### config.mk
export PLATFORM = sky130hd
export DESIGN_NAME = cgc_ctrl
export DESIGN_NICKNAME = d
export VERILOG_FILES = /design/src/hw/rtl/cgc_pkg.sv /design/src/hw/rtl/cgc_ctrl.sv
export SDC_FILE = /design/constraint.sdc
export NUM_CORES = 1
export LEC_CHECK = 0
export BUFFER_PORTS_ARGS = -buffer_cell sky130_fd_sc_hd__buf_2
export CORE_MARGIN = 3
export CORE_UTILIZATION = 33
export CTS_BUF_LIST = sky130_fd_sc_hd__clkbuf_4
export DETAILED_ROUTE_END_ITERATION = 7
export GPL_TIMING_DRIVEN = 0
export SETUP_SLACK_MARGIN = 0.15
export SKIP_LAST_GASP = 1
export SLEW_MARGIN = 10
export SYNTH_ARGS = -nofsm -noshare
export SYNTH_HDL_FRONTEND = slang
export SYNTH_SLANG_ARGS = --single-unit
export TNS_END_PERCENT = 30
### constraint.sdc
create_clock -name clk -period 3.6 [get_ports clk]
set_input_delay 1.08 -clock clk [delete_from_list [all_inputs] [get_ports clk]]
set_output_delay 1.08 -clock clk [all_outputs]
set_load 0.01 [all_outputs]
### src/hw/rtl/cgc_pkg.sv
`timescale 1ns / 1ps

package cgc_pkg;

    localparam int POS_W   = 32;
    localparam int GID_W   = 31;
    localparam int IDX_W   = 16;
    localparam int CFG_W   = 32;
    localparam int CMD_W   = 2;
    localparam int STS_W   = 3;
    localparam int REG_IDX_W = 2;

    // command codes
    localparam logic [CMD_W-1:0] CMD_CLEAR  = 2'd0;
    localparam logic [CMD_W-1:0] CMD_INSERT = 2'd1;
    localparam logic [CMD_W-1:0] CMD_NEXT   = 2'd2;

    // result status codes
    localparam logic [STS_W-1:0] ST_INSERTED    = 3'd0;
    localparam logic [STS_W-1:0] ST_PAIR        = 3'd1;
    localparam logic [STS_W-1:0] ST_NO_MORE     = 3'd2;
    localparam logic [STS_W-1:0] ST_OUT_OF_GRID = 3'd3;
    localparam logic [STS_W-1:0] ST_CELL_FULL   = 3'd4;
    localparam logic [STS_W-1:0] ST_CLEARED     = 3'd5;

    // configuration register indexes
    localparam logic [REG_IDX_W-1:0] REG_CELL_SIZE = 2'd0;
    localparam logic [REG_IDX_W-1:0] REG_MIN_X     = 2'd1;
    localparam logic [REG_IDX_W-1:0] REG_MIN_Y     = 2'd2;
    localparam logic [REG_IDX_W-1:0] REG_MIN_Z     = 2'd3;

    localparam logic [CFG_W-1:0] CELL_SIZE_RESET = 32'h0001_0000;

    localparam int NB_W     = 5;
    localparam logic [NB_W-1:0] NB_COUNT = 5'd27;
    localparam logic [NB_W-1:0] NB_SELF  = 5'd13;

    typedef struct packed {
        logic [CMD_W-1:0]        command;
        logic [GID_W-1:0]        particle_gid;
        logic                    local_flag;
        logic [IDX_W-1:0]        local_index;
        logic signed [POS_W-1:0] pos_x;
        logic signed [POS_W-1:0] pos_y;
        logic signed [POS_W-1:0] pos_z;
    } in_beat_t;

    typedef struct packed {
        logic [STS_W-1:0] status;
        logic [GID_W-1:0] gid_first;
        logic [GID_W-1:0] gid_second;
        logic             first_is_local;
        logic             second_is_local;
        logic [IDX_W-1:0] first_index;
        logic [IDX_W-1:0] second_index;
    } out_beat_t;

    typedef struct packed {
        logic [GID_W-1:0] gid;
        logic             local_flag;
        logic [IDX_W-1:0] index;
    } slot_t;

    localparam int SLOT_W = $bits(slot_t);

    // controller to datapath
    typedef struct packed {
        logic             accept_clear;
        logic             accept_insert;
        logic             clr_step;
        logic             ins_read;
        logic             ins_commit;
        logic             cell_read;
        logic             fa_load;
        logic             next_cell;
        logic             next_nb;
        logic             nb_read;
        logic             fb_load;
        logic             self_skip;
        logic             next_first;
        logic             rd_a;
        logic             rd_b;
        logic             set_done;
        logic             out_load;
        logic [STS_W-1:0] out_status;
    } cgc_cmd_t;

    // datapath to controller
    typedef struct packed {
        logic clr_last;
        logic div_done;
        logic out_of_grid;
        logic cell_full;
        logic scan_done;
        logic cell_end;
        logic cell_skip;
        logic nb_invalid;
        logic nb_skip;
        logic self_le;
        logic s_ge_fb;
        logic both_ghost;
        logic out_busy;
    } cgc_sts_t;

    // neighbour n -> {dx, dy, dz}, each 0..2 standing for -1..+1
    function automatic logic [5:0] nb_offset(input logic [NB_W-1:0] n);
        logic [5:0] r;
        r = '0;
        for (int i = 0; i < 27; i++) begin
            if (n == NB_W'(i)) begin
                r = {2'(i / 9), 2'((i / 3) % 3), 2'(i % 3)};
            end
        end
        return r;
    endfunction

endpackage

### src/hw/rtl/cgc_ctrl.sv
`timescale 1ns / 1ps

module cgc_ctrl (
    input  logic                    clk,
    input  logic                    rst_n,
    input  logic                    in_valid,
    input  logic [cgc_pkg::CMD_W-1:0] in_command,
    output logic                    in_stall,
    input  cgc_pkg::cgc_sts_t       sts,
    output cgc_pkg::cgc_cmd_t       cmd
);

    import cgc_pkg::*;

    typedef enum logic [12:0] {
        S_CLR   = 13'b0000000000001,
        S_IDLE  = 13'b0000000000010,
        S_DIV   = 13'b0000000000100,
        S_IADR  = 13'b0000000001000,
        S_IFILL = 13'b0000000010000,
        S_CELL  = 13'b0000000100000,
        S_FA    = 13'b0000001000000,
        S_NB    = 13'b0000010000000,
        S_FB    = 13'b0000100000000,
        S_PAIR  = 13'b0001000000000,
        S_RDB   = 13'b0010000000000,
        S_CHK   = 13'b0100000000000,
        S_RESP  = 13'b1000000000000
    } state_t;

    state_t           state_reg, state_next;
    logic [STS_W-1:0] res_reg, res_next;
    logic             clr_resp_reg, clr_resp_next;

    always_ff @(posedge clk or negedge rst_n)
    begin
        if (!rst_n)
        begin
            state_reg    <= S_CLR;
            res_reg      <= ST_CLEARED;
            clr_resp_reg <= 1'b0;
        end
        else
        begin
            state_reg    <= state_next;
            res_reg      <= res_next;
            clr_resp_reg <= clr_resp_next;
        end
    end

    assign in_stall = (state_reg != S_IDLE);

    always_comb
    begin
        state_next     = state_reg;
        res_next       = res_reg;
        clr_resp_next  = clr_resp_reg;
        cmd            = '0;
        cmd.out_status = res_reg;
        unique case (state_reg)
            S_CLR:
            begin
                cmd.clr_step = 1'b1;
                if (sts.clr_last)
                begin
                    res_next   = ST_CLEARED;
                    state_next = clr_resp_reg ? S_RESP : S_IDLE;
                end
            end
            S_IDLE:
            begin
                if (in_valid)
                begin
                    unique case (in_command)
                        CMD_CLEAR:
                        begin
                            cmd.accept_clear = 1'b1;
                            clr_resp_next    = 1'b1;
                            state_next       = S_CLR;
                        end
                        CMD_INSERT:
                        begin
                            cmd.accept_insert = 1'b1;
                            state_next        = S_DIV;
                        end
                        CMD_NEXT:
                        begin
                            if (sts.scan_done)
                            begin
                                res_next   = ST_NO_MORE;
                                state_next = S_RESP;
                            end
                            else
                            begin
                                state_next = S_CELL;
                            end
                        end
                        default:
                        begin
                            state_next = S_IDLE;
                        end
                    endcase
                end
            end
            S_DIV:
            begin
                if (sts.div_done)
                begin
                    state_next = S_IADR;
                end
            end
            S_IADR:
            begin
                if (sts.out_of_grid)
                begin
                    res_next   = ST_OUT_OF_GRID;
                    state_next = S_RESP;
                end
                else
                begin
                    cmd.ins_read = 1'b1;
                    state_next   = S_IFILL;
                end
            end
            S_IFILL:
            begin
                if (sts.cell_full)
                begin
                    res_next = ST_CELL_FULL;
                end
                else
                begin
                    cmd.ins_commit = 1'b1;
                    res_next       = ST_INSERTED;
                end
                state_next = S_RESP;
            end
            S_CELL:
            begin
                if (sts.cell_end)
                begin
                    cmd.set_done = 1'b1;
                    res_next     = ST_NO_MORE;
                    state_next   = S_RESP;
                end
                else
                begin
                    cmd.cell_read = 1'b1;
                    state_next    = S_FA;
                end
            end
            S_FA:
            begin
                cmd.fa_load = 1'b1;
                state_next  = S_NB;
            end
            S_NB:
            begin
                priority if (sts.cell_skip)
                begin
                    cmd.next_cell = 1'b1;
                    state_next    = S_CELL;
                end
                else if (sts.nb_invalid)
                begin
                    cmd.next_nb = 1'b1;
                end
                else
                begin
                    cmd.nb_read = 1'b1;
                    state_next  = S_FB;
                end
            end
            S_FB:
            begin
                cmd.fb_load = 1'b1;
                state_next  = S_PAIR;
            end
            S_PAIR:
            begin
                priority if (sts.nb_skip)
                begin
                    cmd.next_nb = 1'b1;
                    state_next  = S_NB;
                end
                else if (sts.self_le)
                begin
                    cmd.self_skip = 1'b1;
                end
                else if (sts.s_ge_fb)
                begin
                    cmd.next_first = 1'b1;
                end
                else
                begin
                    cmd.rd_a   = 1'b1;
                    state_next = S_RDB;
                end
            end
            S_RDB:
            begin
                cmd.rd_b   = 1'b1;
                state_next = S_CHK;
            end
            S_CHK:
            begin
                if (sts.both_ghost)
                begin
                    state_next = S_PAIR;
                end
                else
                begin
                    res_next   = ST_PAIR;
                    state_next = S_RESP;
                end
            end
            S_RESP:
            begin
                if (!sts.out_busy)
                begin
                    cmd.out_load = 1'b1;
                    state_next   = S_IDLE;
                end
            end
            default:
            begin
                state_next = S_IDLE;
            end
        endcase
    end

endmodule

==> impl_metrics.py <==
metrics = {
    "global_route": {
        "overflow": 0,
        "grt_pass1_vias": 1217,
        "grt_use_total_pct": 14.14,
        "antenna_found_initial": 0,
        "grt_max_degree": 18,
        "grt_pass1_wl_um": 5713,
    },
    "routing": {
        "postRouteAntennaNets": 0,
        "vias": 1306,
        "vias_per_cell": 5.266,
        "routedWlPerCell_um": 13.93,
        "wl_um": 3454,
        "drcViolationCount": 0,
        "drt_iter0_drc": 55,
        "first_pass_iters": 4,
    },
    "critical_path": {
        "endpoint_kind": "output port",
        "worst_path_max_delay_cell": "or4_4",
        "arrival_ns": 2.34,
        "reg2reg_depth": 7,
        "cp_top_family": "simple AND/OR/NAND/NOR gates",
        "cp.depth": 7,
        "path_common_cell": "buf_2",
        "start_kind": "flop",
        "r2r_start": "state_reg[0]",
        "cp_max_fo": 8,
        "critPathMaxStageDelay_ns": 0.54,
        "required_ns": 2.52,
        "crit_start": "state_reg[4]",
        "crit_chain": "buf_2 -> or4_4 -> nor2_2 -> nand4_2 -> or3_1 -> inv_1 -> buf_2",
        "critical_path_class": "reg -> out",
        "worst-path-buf-inv": 3,
    },
    "clocking": {
        "clock-root-buffer": "clkbuf_4",
        "worstSkewPairLatency_ns": 0.30,
        "cts_num_sinks": 17,
        "cts_htree_levels": 1,
        "cts_tree": "done",
        "clock_path_buffers": 2,
        "hold_buffers": 0,
        "cts_buffers": 3,
        "path_clk_slew_ns": 0.12,
    },
    "synthesis": {
        "async_reset_ff_share_pct": 100.0,
        "yosys_warnings": 0,
        "syn_nets": 175,
        "syn_inst": 157,
        "synth_cell_types": 53,
        "yosysSeqAreaShare_pct": 31.44,
        "synth_edf_count": 0,
        "synth_flop_cell": "dfrtp_1",
        "netlist_area_um2": 1365,
        "ys_ff_latch": 17,
        "avgSynthCellArea_um2": 8.695,
    },
    "timing": {
        "tns_ns": 0,
        "finalHoldViolCount": 0,
        "slew_headroom_pct": 64.14,
        "rsz0062_at_grt": "yes",
        "period_needed_ns": 3.416,
        "slew_viol_final": 0,
        "tightest_slew_ns": 0.5338,
        "period_share_pct": 94.89,
        "fmax_mhz": 292.8,
        "whs_ns": 0.5341,
        "setup_viol": 0,
        "finClkSkew_ns": 0.006605,
    },
    "final_layout": {
        "drive_above_1_share_pct": 31.50,
        "diodes": 0,
        "areaGrowthSynthToFinish_pct": 21.54,
        "largest_reg_flops": 13,
        "nets": 219,
    },
    "hold_path": {
        "min_from": "clr_resp_reg",
        "whs_path_depth": 1,
        "hp-class": "reg -> reg",
    },
    "floorplan": {
        "die_w_um": 70.32,
        "dieHeight_um": 70.32,
        "ios": 39,
        "core_um2": 3826,
        "die_area_um2": 4944,
        "start_util_pct": 35.68,
        "std_cell_rows": 22,
    },
    "pwr": {
        "powerDensity_nw_per_um2": 544.3,
        "p_total_uw": 903.1,
        "leakage_uw": 0.0008267,
        "vdd_drop_max_mv": 0.2438,
    },
    "placement": {
        "gp_congestion": 0.8332,
        "io_buffers": 38,
        "place_hpwl_um": 2682,
    },
    "flow_run": {
        "maxCapViolations": 0,
    },
    "status": {
        "status": "completed",
    },
}
## area by class of cell
class,instances,area (um^2)
buffer,7,40.04
clock buffer,4,30.03
fill,399,2167
inverter,7,26.28
multi-input combinational,126,875.8
sequential,17,429.2
tap,48,60.06
timing repair buffer,39,197.7
## kinds of logic after synthesis
family                 after synthesis  synth area share (%)
AND/OR/NAND/NOR                     90                 44.00
AO/OA/AOI/OAI                       30                 15.03
flip-flops                          17                 31.44
buffers and inverters               14                 4.858
XOR/XNOR                             3                 1.925
multiplexers                         3                 2.749
## synthesized netlist by cell type (2+ instances only)
| library cell | number | area (um^2) |
|---|---|---|
| dfrtp_1 | 14 | 350.3 |
| nor2_1 | 14 | 52.55 |
| nand2_1 | 11 | 41.29 |
| a21oi_1 | 7 | 35.03 |
| inv_1 | 7 | 26.28 |
| nand4_1 | 7 | 43.79 |
| nor3_1 | 7 | 35.03 |
| nand2b_1 | 6 | 37.54 |
| nor2b_1 | 5 | 31.28 |
| nor3b_1 | 5 | 37.54 |
| o21ai_0 | 5 | 25.02 |
| nand3_1 | 4 | 20.02 |
| nor4_1 | 4 | 25.02 |
| nor4b_1 | 4 | 35.03 |
| and3_1 | 3 | 18.77 |
| clkbuf_1 | 3 | 11.26 |
| dfstp_2 | 3 | 78.83 |
| or2_1 | 3 | 18.77 |
| a21o_1 | 2 | 15.01 |
| and3b_1 | 2 | 17.52 |
| buf_2 | 2 | 10.01 |
| mux2_2 | 2 | 22.52 |
| nor4_4 | 2 | 42.54 |
| o211ai_1 | 2 | 15.01 |
| o21a_1 | 2 | 15.01 |
| o22a_1 | 2 | 17.52 |
| o22ai_1 | 2 | 12.51 |
| xor2_1 | 2 | 17.52 |
## path summary, 6_finish.rpt
kind                                end  slack [ns]
max                             cmd[19]        0.18
min                        clr_resp_reg        0.53
max reg2reg                  res_reg[1]        1.09
min reg2reg                clr_resp_reg        0.53
max in group asynchronous    res_reg[2]        2.59
min in group asynchronous  state_reg[1]        0.69
## layout by cell type, fill, tap and decap left out, types with 6 or more instances in the layout
master | netlist | routed
dfrtp_1 | 14 | 14
nand2_1 | 11 | 11
nand4_1 | 7 | 7
nand2b_1 | 6 | 6
a21oi_1 | 7 | 7
nor3_1 | 7 | 7
buf_2 | 2 | 40
inv_1 | 7 | 7
nor2_1 | 14 | 14
## through the flow
step	worst slack [ns]	instances	instance area [um^2]	utilization [%]
floorplan	0.6845	157	1365	-
global placement	0.4166	243	1615	42.22
detailed placement	0.4458	243	1615	42.22
CTS	0.1717	248	1653	43.20
global route	0.06212	248	1659	43.36
finish	0.1841	248	1659	43.36
## timing repair
action,4_1_cts,5_1_grt
resized for setup,0,1
setup buffers,1,0
pin swaps,1,0
cloned,0,0
setup endpoints to repair,1,6
## metal layers
layer | GRT usage [%] | vias to the layer above | part of all wire [%]
li1 | - | 669 | -
met1 | 19.70 | 594 | 48
met2 | 21.62 | 35 | 44
met3 | 3.022 | 8 | 5.4
met4 | 4.468 | 0 | 2.0
met5 | 0 | - | 0
## power breakdown
part           leakage, uW  internal [uW]  switching [uW]  total [uW]
Combinational     0.000591            211             298         509
Sequential        0.000217            239            33.9         273
Clock            0.0000184           50.7            70.2         121
Power figures use the tool's default switching activity.
